**src/hw/rtl/hss_pkg.sv**
```systemverilog
`default_nettype none

package hss_pkg;

    // Geometry
    localparam int SPEAKERS = 4;
    localparam int SLOTS    = 2 * SPEAKERS;
    localparam int SLOT_W   = $clog2(SLOTS);
    localparam int TIME_W   = 48;
    localparam int PROB_W   = 16;
    localparam int LABEL_W  = 3;
    localparam int PAD_W    = 24;
    localparam int FRAME_W  = 20;
    localparam int CIDX_W   = 3;
    localparam int CDATA_W  = 24;

    // Register map
    typedef enum logic [CIDX_W-1:0] {
        REG_ONSET      = 3'd0,
        REG_OFFSET     = 3'd1,
        REG_FRAME      = 3'd2,
        REG_PAD_BEFORE = 3'd3,
        REG_PAD_AFTER  = 3'd4,
        REG_MIN_GAP    = 3'd5,
        REG_MIN_LENGTH = 3'd6
    } hss_reg_t;

    localparam logic [PROB_W-1:0]  ONSET_RST  = 16'd16384;
    localparam logic [PROB_W-1:0]  OFFSET_RST = 16'd16384;
    localparam logic [FRAME_W-1:0] FRAME_RST  = 20'd80000;

    typedef struct packed {
        logic [PROB_W-1:0]  onset;
        logic [PROB_W-1:0]  offset;
        logic [FRAME_W-1:0] frame_us;
        logic [PAD_W-1:0]   pad_before;
        logic [PAD_W-1:0]   pad_after;
        logic [PAD_W-1:0]   min_gap;
        logic [PAD_W-1:0]   min_length;
    } hss_cfg_t;

    // Raw segment found by a lane
    typedef struct packed {
        logic              vld;
        logic [TIME_W-1:0] b;
        logic [TIME_W-1:0] e;
    } hss_cand_t;

    // Pipeline advance strobes
    typedef struct packed {
        logic a;
        logic b;
        logic c;
    } hss_adv_t;

endpackage

`default_nettype wire

```
**src/hw/rtl/hss_merge.sv**
```systemverilog
`default_nettype none

module hss_merge
    import hss_pkg::*;
(
    input  logic                         clk,
    input  logic                         rst_n,
    input  logic                         load,
    input  logic [SLOTS-1:0]             keep,
    input  logic [SLOTS-1:0][TIME_W-1:0] st,
    input  logic [SLOTS-1:0][TIME_W-1:0] en,
    output logic                         ready,
    output logic                         out_valid,
    input  logic                         out_ready,
    output logic [LABEL_W-1:0]           speaker_label,
    output logic [TIME_W-1:0]            start_us,
    output logic [TIME_W-1:0]            end_us,
    output logic                         last_of_item
);

    logic [SLOTS-1:0]  mask_reg;
    logic [SLOTS-1:0]  sel;
    logic [SLOT_W-1:0] idx;
    logic [SLOT_W-1:0] spk;
    logic              last;

    // Pick the lowest pending slot: speaker order, held before flushed
    always_comb
    begin
        sel = mask_reg & (~mask_reg + SLOTS'(1));
        idx = '0;
        for (int i = SLOTS - 1; i >= 0; i--)
        begin
            if (mask_reg[i])
            begin
                idx = SLOT_W'(i);
            end
        end
        spk  = idx >> 1;
        last = ((mask_reg & ~sel) == '0);
    end

    assign out_valid     = |mask_reg;
    assign ready         = ~out_valid | (out_ready & last);
    assign speaker_label = LABEL_W'(spk) + LABEL_W'(1);
    assign start_us      = st[idx];
    assign end_us        = en[idx];
    assign last_of_item  = last;

    // Load a new word set, or retire the delivered word
    always_ff @(posedge clk or negedge rst_n)
    begin
        if (!rst_n)
        begin
            mask_reg <= '0;
        end
        else if (load)
        begin
            mask_reg <= keep;
        end
        else if (out_valid & out_ready)
        begin
            mask_reg <= mask_reg & ~sel;
        end
    end

endmodule

`default_nettype wire

```
**config.mk**
```make
export PLATFORM = sky130hd
export DESIGN_NAME = hss_merge
export DESIGN_NICKNAME = d
export VERILOG_FILES = /design/src/hw/rtl/hss_pkg.sv /design/src/hw/rtl/hss_merge.sv
export SDC_FILE = /design/constraint.sdc
export NUM_CORES = 1
export LEC_CHECK = 0
export ABC_AREA = 0
export ABC_CLOCK_PERIOD_IN_PS = 5490
export BUFFER_PORTS_ARGS = -buffer_cell sky130_fd_sc_hd__buf_2
export CAP_MARGIN = 5
export CORE_AREA = 2 2 344 346
export CTS_CLUSTER_DIAMETER = 120
export DETAILED_ROUTE_END_ITERATION = 16
export DIE_AREA = 0 0 346 348
export PLACE_DENSITY = 0.3
export SYNTH_ARGS = -nofsm -noshare
export SYNTH_HDL_FRONTEND = slang
export SYNTH_SLANG_ARGS = --single-unit
```
**constraint.sdc**
```tcl
create_clock -name clk -period 5.49 [get_ports clk]
set_input_delay 1.098 -clock clk [delete_from_list [all_inputs] [get_ports clk]]
set_output_delay 1.098 -clock clk [all_outputs]
set_load 0.1 [all_outputs]
```
Word level (Yosys, flattened, before mapping):

Index checks and enable logic that the tools add are counted.

* memories: 0
* latch bits: 0
* bits in registers: 8
* bits of input ports: 780
* memory bits (writable): 0
* ROM bits: 0

* magnitude comparators: 1
* shift operators: 0
* reduce and logical (&&, ||, !) cells: 3
* $mul: 0
* muxes and demuxes: 14
* div/mod/pow operators: 0
* bitwise gates (word level): 8
* add/subtract/negate cells: 2
* equal/unequal tests: 0

Operators with widths (number)
* $bmux 48 s3: 2
* $mux 48: 2
* $mux 3: 8
* $and 8x8->8: 2
* $mux 8: 2
* $not 8->8: 2
* $add 8x1->8 const B: 1
* $logic_not 8->1: 1
* $reduce_or 8->1: 1
* $lt 3x4->1 const B: 1
* $add 2x1->3 const B: 1
* $and 1x1->1: 2
* $reduce_bool 2->1: 1
* $not 1->1: 1
* $or 1x1->1: 1

Longest topological paths before layout:

Gate-level depths: netlist of the first run.

* depth in word-level cells: 10
* depth in mapped cells: 8

Least setup slack after synthesis of the first run:

No wires, ideal clock.

* path kind: reg-to-output
* start: reg mask_reg[3]
* end: out start_us[45]
* cell stages (with the launch flop): 9
* arrival: 4.676 ns
* slack: -0.284 ns
* data required time: 4.392 ns
* cells stage by stage: dfrtp_1 -> buf_2 -> nor2b_1 -> o21bai_2 -> buf_2 -> clkbuf_1 -> and3_1 -> a211oi_1 -> a2111oi_1

* longest elaborated chain between the ends: 6

Ends and longest elaborated chain
* from (decl): line hss_merge.sv:21 `logic [SLOTS-1:0] mask_reg;`
* from (signal assigned): line hss_merge.sv:59 `mask_reg <= keep;`
* from (signal assigned): line hss_merge.sv:63 `mask_reg <= mask_reg & ~sel;`
* $mux 3 (4 in a row): line hss_merge.sv:34 `if (mask_reg[i])`
* $bmux 48 s3: line hss_merge.sv:46 `assign start_us = st[idx];`
* $mux 48 (implied by the code): line hss_merge.sv:46
* to (decl): line hss_merge.sv:16 `output logic [TIME_W-1:0] start_us,`

No other way between the ends. The select of a mux whose other input is x is not followed.

Final worst setup path of the first run:

* start: reg mask_reg[3]
* end: out start_us[36]

The elaborated chain is that of the path after synthesis.

==> flow_summary.json, run 1 <==
{
  "drt-wirelength-per-cell_um": 24.6,
  "start_util": 0.0621,
  "drv.max_cap_violation_count": 0,
  "synth_edf_count": 0,
  "min-delay-path-class": "flip-flop to flip-flop",
  "rsz0062_at_grt": "no",
  "cp.required_ns": 4.39,
  "setup.worst_path.end_class": "output port",
  "clock_skew_after_layout_ns": 0.000193,
  "hold_viol": 0,
  "remaining_drc_errors": 0,
  "tns_ns": 0,
  "fin_util": 0.118,
  "power_density_nw_per_um2": 255,
  "critPathLaunch": "mask_reg[3]",
  "maxSlewHeadroom": 0.277,
  "grt_max_degree": 123,
  "first_iter_violations": 967,
  "worstPathArrival_ns": 3.84,
  "hold_path.startpoint": "mask_reg[6]",
  "route.antenna.remaining_nets": 0,
  "grt_pass1_wl_mm": 110,
  "synth_cells": 1101,
  "first_global_vias": 13200,
  "tightest_slew_ns": 1.07,
  "synth.cell_area_sq_um": 7270,
  "fp.dieH_um": 348,
  "kind_of_launch_point_of_the_worst_setup_path": "flip-flop",
  "clk_transition_reported_paths_ns": 0.04,
  "place_worst_setup_slack_ns": 0.804,
  "drt_first_pass_iters": 8,
  "synth.area.top_cells": "a211oi_1, and3_1, nor4_1, clkbuf_1, buf_2",
  "total_number_of_h_tree_levels": 1,
  "tritoncts": "done",
  "setup.reg_to_reg.worst_slack_ns": 3.20,
  "power.leakage_nw": 6.57,
  "crit_type": "flip-flop to output port",
  "synth_top_area_cell": "a211oi_1",
  "timing.critical_path.fanout_max": 64,
  "dominantRegCellSynth": "dfrtp_1",
  "largest_reg_flops": 8,
  "fin_hold_ws_ns": 0.647,
  "post-cts-setup-buffer-count": 0,
  "synthTopCellsByCount": "a211oi_1, and3_1, clkbuf_1, nor4_1, buf_2",
  "postCtsResizedCells": 0,
  "max_freq_mhz": 202,
  "cts_buffers": 3,
  "post-synth-top-area-fraction": 0.385,
  "synth.ff_latch_count": 8,
  "global_route.usage.total": 0.129,
  "die_width_um": 346,
  "place.port_buffers": 881,
  "cts_root_cell": "clkbuf_16",
  "ys_async_sr_fraction": 1.00,
  "clock_insertion_delay_worst_skew_ns": 0.23,
  "final_critical_path_setup_slack_ns": 0.548,
  "cts_hold_repair.buffers": 0,
  "yosysSeqAreaShare": 0.0275,
  "portion_of_the_clock_cycle_consumed_by_the_worst_path_in_the_final_layout": 0.900,
  "area_growth_syn_to_layout_pct": 89.6,
  "finish.instance_area_sq_um": 13800,
  "comb_power_share": 0.941,
  "timing_max_transition_violations_final": 0,
  "ioPinCount": 882,
  "synth_cell_types": 37,
  "report.final.setup_viol": 0,
  "grt_overflow": 0,
  "hpwl_after_detailed_placement_mm": 72.1,
  "core.rowCount": 126,
  "swShare": 0.732,
  "die_area_sq_um": 120000,
  "net_count_synth": 1882,
  "drive_gt1_frac": 0.519,
  "avgSynthCellArea_sq_um": 6.60,
  "internal_power_of_the_cells_uw": 941,
  "number_of_clock_sinks_seen_by_cts": 8,
  "max-clock-path-buffers": 2,
  "final_period_minus_worst_setup_slack_ns": 4.94,
  "vias": 13200,
  "fp.coreArea_sq_um": 117000,
  "power_frac_seq": 0.023,
  "number_of_antenna_violations_at_the_first_check_in_global_routing": 49,
  "net-switching-power_mw": 2.57,
  "finalNetCount": 2662,
  "drt_wl_total_mm": 84.3,
  "regToRegStartpoint": "mask_reg[1]",
  "clock_power_share": 0.036,
  "yosysWarningCount": 0,
  "status": "finished clean",
  "placed_cell_area_sq_um": 13700,
  "place.gp.congestion": 0.873,
  "vdd_drop_max_uv": 111,
  "drt-vias-per-instance": 3.85
}
==> path summary, 6_finish.rpt <==
check,depth (start not counted),endpoint
setup / recovery,9,start_us[36]
hold / removal,2,mask_reg[6]
setup reg to reg,5,mask_reg[3]
hold reg to reg,2,mask_reg[6]
max in group asynchronous,1,mask_reg[1]
min in group asynchronous,1,mask_reg[3]
==> cells by family (layout without fill, tap and decap cells) <==
family | count (synthesis) | count (layout) | share of synthesized area
AO/OA/AOI/OAI | 411 | 411 | 0.431
AND/OR/NAND/NOR | 494 | 494 | 0.418
buffers and inverters | 173 | 951 | 0.102
other | 0 | 12 | 0
adder cells (fa/ha/maj) | 4 | 4 | 0.00602
flip-flops | 8 | 8 | 0.0275
multiplexers | 11 | 11 | 0.0151
==> cell usage in the layout (no fill, tap or decap), drive strengths merged, types with 2 or more instances in the layout <==
cell,netlist,routed
a2111oi,12,12
a211oi,373,373
a21oi,4,4
and3,373,373
buf,64,946
clkbuf,107,3
dfrtp,8,8
diode,0,12
inv,2,2
maj3,3,3
mux2i,11,11
nand2,19,19
nor2,7,7
nor2b,2,2
nor3,4,4
nor4,86,86
o21ai,16,16
o21bai,2,2
or3,2,2
==> power groups by stage <==
stage                     clock network [mW]  registers [mW]  logic (mW)
after floorplan                            0          0.0682        2.23
after global placement                     0          0.0815        3.34
final                                  0.126          0.0808        3.31
after CTS                              0.129          0.0806        3.34
after detailed placement                   0          0.0812        3.33
after global routing                   0.132          0.0824        3.46
==> metal layers <==
metal | vias to the layer above | GRT usage | routed length, um
met5 | - | 0 | 154
met4 | 24 | 0.0423 | 3010
met3 | 118 | 0.0353 | 6910
met2 | 701 | 0.205 | 37600
met1 | 6249 | 0.169 | 36600
li1 | 6105 | - | -
==> stage by stage <==
step / std cells / power [mW]
2_1_floorplan: 1101 / 2.30
3_3_place_gp: 3412 / 3.43
3_5_place_dp: 3412 / 3.41
4_1_cts: 3415 / 3.55
5_1_grt: 3421 / 3.68
6_report: 3427 / 3.52
==> final cells by class <==
class / count / area [sq um]
clock buffers: 3 / 75.1
diodes: 12 / 30.0
flip-flops and latches: 8 / 200
well taps: 1536 / 1920
repair buffers: 946 / 5120
inverters: 2 / 7.51
multi-input cells: 920 / 6420
fillers: 14000 / 103000
==> critical path, stage by stage, from the launching register on <==
cell and delay [ns]:
dfrtp_1 0.57, nor2b_1 0.27, o21bai_4 0.23, nand2_8 0.51, buf_12 0.26, buf_12 0.24
buf_4 0.24, a211oi_1 0.10, nor4_1 0.57, buf_2 0.54
Power figures use the tool's default switching activity.
==> run 2: changes to the inputs <==
--- a/config.mk
+++ b/config.mk
@@ -7,12 +7,12 @@
 export LEC_CHECK = 0
 export ABC_AREA = 0
 export ABC_CLOCK_PERIOD_IN_PS = 5490
-export BUFFER_PORTS_ARGS = -buffer_cell sky130_fd_sc_hd__buf_2
 export CAP_MARGIN = 5
-export CORE_AREA = 2 2 344 346
+export CORE_AREA = 2 2 341 343
 export CTS_CLUSTER_DIAMETER = 120
 export DETAILED_ROUTE_END_ITERATION = 16
-export DIE_AREA = 0 0 346 348
+export DIE_AREA = 0 0 343 345
+export DONT_BUFFER_PORTS = 1
 export PLACE_DENSITY = 0.3
 export SYNTH_ARGS = -nofsm -noshare
 export SYNTH_HDL_FRONTEND = slang
==> run 2 against run 1 <==
Against the previous run:
- clock power about the same
- sequential share of layout area grew 0.17 points
- sequential power grew 1%
- clock skew grew 0.0045 ns
- final area is 11% lower
- critical path type unchanged
==> flow_summary.json, run 2 (same netlist as run 1, synthesis figures left out) <==
{
  "status": "finished clean",
  "net-switching-power_mw": 2.64,
  "grt_overflow": 0,
  "m1WireLength_mm": 31.5,
  "cts_buffers": 3,
  "fp.coreArea_sq_um": 115000,
  "remaining_drc_errors": 0,
  "tightest_slew_ns": 1.37,
  "global_route.usage.total": 0.115,
  "register_area_sq_um": 200,
  "fp.dieH_um": 345,
  "finalNetCount": 1849,
  "power_frac_seq": 0.020,
  "comb_power_share": 0.950,
  "cp.required_ns": 4.39,
  "fillers": 13300,
  "multi_input_area_sq_um": 7120,
  "portion_of_the_clock_cycle_consumed_by_the_worst_path_in_the_final_layout": 0.904,
  "rsz0062_at_grt": "no",
  "drt-wirelength-per-cell_um": 28.2,
  "first_global_vias": 9880,
  "highest_metal_layer_used_by_the_detailed_router": "met5",
  "critPathLaunch": "mask_reg[2]",
  "cts_root_cell": "clkbuf_16",
  "vdd_drop_max_uv": 153,
  "place.port_buffers": 0,
  "drt-vias-per-instance": 3.97,
  "clock_power_share": 0.030,
  "setup.worst_path.end_class": "output port",
  "first_iter_violations": 1033,
  "timing_max_transition_violations_final": 0,
  "post-cts-setup-buffer-count": 0,
  "hpwl_after_detailed_placement_mm": 62.5,
  "min-delay-path-class": "input port to asynchronous set/reset pin",
  "place.gp.congestion": 0.865,
  "power.leakage_nw": 4.27,
  "fin_util": 0.107,
  "tritoncts": "done",
  "max-clock-path-buffers": 2,
  "most-common-layout-cells": "and3_1, a211oi_1, nor4_2",
  "drive_gt1_frac": 0.235,
  "report.final.setup_viol": 0,
  "clock_insertion_delay_worst_skew_ns": 0.23,
  "clk_transition_reported_paths_ns": 0.04,
  "met2_routed_wl_mm": 33.1,
  "hold_viol": 0,
  "regToRegStartpoint": "mask_reg[0]",
  "grt_max_degree": 176,
  "swShare": 0.638,
  "power_density_nw_per_um2": 336,
  "worstPathArrival_ns": 3.87,
  "die_area_sq_um": 118000,
  "number_of_clock_sinks_seen_by_cts": 8,
  "vias": 10400,
  "max_freq_mhz": 201,
  "route.antenna.remaining_nets": 0,
  "tns_ns": 0,
  "drt_first_pass_iters": 5,
  "ioPinCount": 882,
  "maxSlewHeadroom": 0.0794,
  "area_growth_syn_to_layout_pct": 69.5,
  "cts_hold_repair.buffers": 0,
  "drt_wl_total_mm": 74.1,
  "core.rowCount": 125,
  "die_width_um": 343,
  "grt_pass1_wl_mm": 93.2,
  "number_of_antenna_violations_at_the_first_check_in_global_routing": 60,
  "postCtsResizedCells": 0,
  "clock_skew_after_layout_ns": 0.00470,
  "final_common_cell": "and3_1",
  "final_period_minus_worst_setup_slack_ns": 4.96,
  "internal_power_of_the_cells_mw": 1.50,
  "total_number_of_h_tree_levels": 1,
  "timing.critical_path.fanout_max": 58,
  "largest_reg_flops": 8,
  "crit_type": "flip-flop to output port",
  "drv.max_cap_violation_count": 0,
  "kind_of_launch_point_of_the_worst_setup_path": "flip-flop",
  "met3_wirelength_mm": 6.85,
  "start_util": 0.0631
}
## run 2: cell count changes in the layout (fill, tap and decap cells not counted), sizes merged
cell | previous run | this run
buf | 946 | 94
clkbuf | 3 | 42
diode | 12 | 41
## run 2: power groups by stage
stage	clock (mW)	combinational (mW)	sequential [mW]
after floorplan	0	2.23	0.0682
after global placement	0	3.97	0.0815
after detailed placement	0	3.96	0.0819
after CTS	0.125	3.97	0.0813
after global routing	0.129	4.08	0.0835
final	0.125	3.93	0.0818
## run 2: path summary, 6_finish.rpt
check | cells past startpoint | endpoint | slack [ns]
hold / removal | 0 | mask_reg[7] | 0.56
max in group asynchronous | 0 | mask_reg[0] | 4.86
hold reg to reg | 2 | mask_reg[7] | 0.66
min in group clk | 2 | mask_reg[7] | 0.66
setup reg to reg | 5 | mask_reg[3] | 3.07
setup / recovery | 8 | end_us[31] | 0.53
## run 2: stage by stage
step,instances,worst slack [ns],cell area [sq um],hold slack (ns),total power [mW]
5_1_grt,2614,0.576,12300,0.553,4.29
3_3_place_gp,2587,0.943,12100,0.674,4.05
4_1_cts,2590,0.678,12200,0.559,4.18
3_5_place_dp,2587,0.912,12100,0.654,4.04
6_report,2631,0.527,12300,0.559,4.14
2_1_floorplan,1101,0.0185,7280,0.584,2.30
## run 2: final cells by class
type,count,area share
Antenna cell,41,0.00833
Clock buffer,3,0.00609
Inverter,2,0.000609
Multi-Input combinational cell,920,0.578
Sequential cell,8,0.0162
Tap cell,1524,0.155
Timing Repair Buffer,133,0.236
## run 2: critical path: stages, from the launching register on
cell	delay, ns
dfrtp_1	0.60
nor2b_1	0.14
o21bai_4	0.32
nand2_8	0.38
buf_12	0.35
buf_12	0.21
a211oi_1	1.14
a2111oi_4	0.14
buf_16	0.25
## run 2: metal layers
layer | up-vias | track usage
li1 | 4512 | -
met4 | 20 | 0.0359
met5 | - | 0
met1 | 5010 | 0.151
met2 | 765 | 0.183
met3 | 126 | 0.0286
==> run 3: changes to the inputs <==
--- a/config.mk
+++ b/config.mk
@@ -5,8 +5,7 @@
 export SDC_FILE = /design/constraint.sdc
 export NUM_CORES = 1
 export LEC_CHECK = 0
-export ABC_AREA = 0
-export ABC_CLOCK_PERIOD_IN_PS = 5490
+export ABC_CLOCK_PERIOD_IN_PS = 6200
 export CAP_MARGIN = 5
 export CORE_AREA = 2 2 341 343
 export CTS_CLUSTER_DIAMETER = 120
==> constraint.sdc (replaced) <==
create_clock -name clk -period 6.2 [get_ports clk]
set_input_delay 1.24 -clock clk [delete_from_list [all_inputs] [get_ports clk]]
set_output_delay 1.24 -clock clk [all_outputs]
set_load 0.1 [all_outputs]
==> run 3 against run 2 <==
Against the previous run:
- final area increased by 0.10%
- clock power down 12%
- worst hold slack better by 0.097 ns
- sequential share of layout area is essentially flat
- count of clock-buffer cells in the layout unchanged
- sequential power shrank 12%
- utilization hardly changed
- combinational power down 10%
- final cell count decreased by 0.11%
- critical endpoint is now end_us[44]
==> flow_summary.json, run 3 (same netlist as run 1, synthesis figures left out) <==
{
  "drt_wl_total_mm": 83.4,
  "total_number_of_h_tree_levels": 1,
  "most-common-layout-cells": "and3_1, a211oi_1, nor4_2",
  "regToRegStartpoint": "mask_reg[0]",
  "grt_overflow": 0,
  "tns_ns": 0,
  "instances_no_fill": 2628,
  "vias": 10500,
  "die_area_sq_um": 118000,
  "finalNetCount": 1846,
  "cts_buffers": 3,
  "hold_path.startpoint": "mask_reg[7]",
  "drive_gt1_frac": 0.231,
  "cts_root_cell": "clkbuf_16",
  "ioPinCount": 882,
  "largest_reg_flops": 8,
  "cp.required_ns": 4.96,
  "final_critical_path_setup_slack_ns": 1.14,
  "comb_power_share": 0.951,
  "global_route.usage.total": 0.130,
  "placedCellCount": 2584,
  "core.rowCount": 125,
  "worstRegToRegCells": 5,
  "net-switching-power_mw": 2.36,
  "final_common_cell": "and3_1",
  "number_of_antenna_violations_at_the_first_check_in_global_routing": 80,
  "place.port_buffers": 0,
  "first_iter_violations": 1036,
  "drt-wirelength-per-cell_um": 31.7,
  "report.final.setup_viol": 0,
  "grt_pass1_wl_mm": 103,
  "area_growth_syn_to_layout_pct": 69.7,
  "tightest_slew_ns": 1.30,
  "kind_of_launch_point_of_the_worst_setup_path": "flip-flop",
  "die_width_um": 343,
  "worstPathArrival_ns": 3.82,
  "swShare": 0.636,
  "fp.dieH_um": 345,
  "route.antenna.remaining_nets": 0,
  "hold_viol": 0,
  "power.total_mw": 3.70,
  "total_stage_count_of_the_critical_path": 7,
  "remaining_drc_errors": 0,
  "critPathCapture": "end_us[44]",
  "min-delay-path-class": "flip-flop to flip-flop",
  "grt_max_degree": 156,
  "cells_along_the_critical_path": "nor3_1 > o21ai_4 > nand2_8 > buf_12 > mux2i_1 > a2111oi_4 > buf_16",
  "rsz0062_at_grt": "no",
  "vdd_drop_max_uv": 83.5,
  "power_density_nw_per_um2": 300,
  "cts_hold_repair.buffers": 0,
  "cpLargestDelayFamily": "multiplexers",
  "clock_skew_after_layout_ns": 0.00142,
  "critical_path.reg2reg.endpoint": "mask_reg[3]",
  "place.gp.congestion": 0.878,
  "clock_insertion_delay_worst_skew_ns": 0.23,
  "tritoncts": "done",
  "power_frac_seq": 0.019,
  "first_global_vias": 9839,
  "portion_of_the_clock_cycle_consumed_by_the_worst_path_in_the_final_layout": 0.816,
  "timing_max_transition_violations_final": 0,
  "critical_path.n_buffers_inverters": 2,
  "status": "finished clean",
  "setup.reg_to_reg.worst_slack_ns": 3.95,
  "fp.coreArea_sq_um": 115000,
  "power.leakage_nw": 4.27,
  "crit_type": "flip-flop to output port",
  "postCtsResizedCells": 0,
  "place_worst_setup_slack_ns": 1.23,
  "max-clock-path-buffers": 2,
  "number_of_clock_sinks_seen_by_cts": 8,
  "clk_transition_reported_paths_ns": 0.04,
  "critPathLaunch": "mask_reg[0]",
  "drt-vias-per-instance": 3.99,
  "maxSlewHeadroom": 0.111,
  "hpwl_after_detailed_placement_mm": 70.0,
  "cpMaxStageDelayCell": "mux2i_1",
  "cp_slowest_stage_delay_ns": 1.09,
  "internal_power_of_the_cells_mw": 1.35,
  "setup.worst_path.end_class": "output port",
  "timing.critical_path.fanout_max": 74,
  "fin_hold_ws_ns": 0.656,
  "post-cts-setup-buffer-count": 0,
  "max_freq_mhz": 198,
  "clock_power_share": 0.030,
  "start_util": 0.0631,
  "final_period_minus_worst_setup_slack_ns": 5.06,
  "drt_first_pass_iters": 7,
  "drv.max_cap_violation_count": 0
}
==> run 3: cell types whose count changed in the layout (fill, tap and decap cells not counted), moves of 2 or more <==
cell and delta:
a2111oi_2 +2, buf_4 -7, buf_16 +11, clkbuf_16 -10, buf_6 +2, a2111oi_4 -2
==> run 3: cell type report <==
cell class                      instances  area [sq um]
Inverter                                2          7.51
Multi-Input combinational cell        920          7090
Fill cell                           13300        103000
Antenna cell                           41           103
Clock buffer                            3          75.1
Timing Repair Buffer                  130          2960
Tap cell                             1524          1910
Sequential cell                         8           200
==> run 3: power groups by stage <==
stage,Sequential (mW),Combinational [mW],Clock (mW)
floorplan,0.0604,1.97,0
global placement,0.0721,3.56,0
detailed placement,0.0720,3.56,0
CTS,0.0713,3.57,0.111
global route,0.0733,3.65,0.114
finish,0.0717,3.52,0.110
==> run 3: how the worst min path moves through the flow <==
| stage | end | cells after the start | slack, ns |
|---|---|---|---|
| global route | mask_reg[6] | 0 | 0.70 |
| CTS | mask_reg[6] | 2 | 0.65 |
| global placement | mask_reg[6] | 2 | 0.64 |
| detailed placement | mask_reg[6] | 2 | 0.64 |
| finish | mask_reg[7] | 2 | 0.66 |
| floorplan | mask_reg[7] | 2 | 0.58 |
==> run 3: metal layers <==
metal | global-route usage | share of wire | vias up | wire length, um
li1 | - | - | 4510 | -
met1 | 0.170 | 0.43 | 5008 | 36000
met2 | 0.207 | 0.45 | 787 | 37500
met3 | 0.0323 | 0.084 | 140 | 6980
met4 | 0.0404 | 0.032 | 28 | 2680
met5 | 0.00408 | 0.0021 | - | 177
==> run 3: tightest hold or removal path, cell delays in order, from the launching register on <==
cell     delay, ns
dfrtp_1       0.43
o21ai_0       0.10
o21ai_0       0.07
==> run 3: per-stage QoR <==
stage          area (sq um)   util
6_report              12300  0.107
5_1_grt               12300  0.107
4_1_cts               12200  0.106
3_5_place_dp          12200  0.106
3_3_place_gp          12100  0.105
2_1_floorplan          7270      -
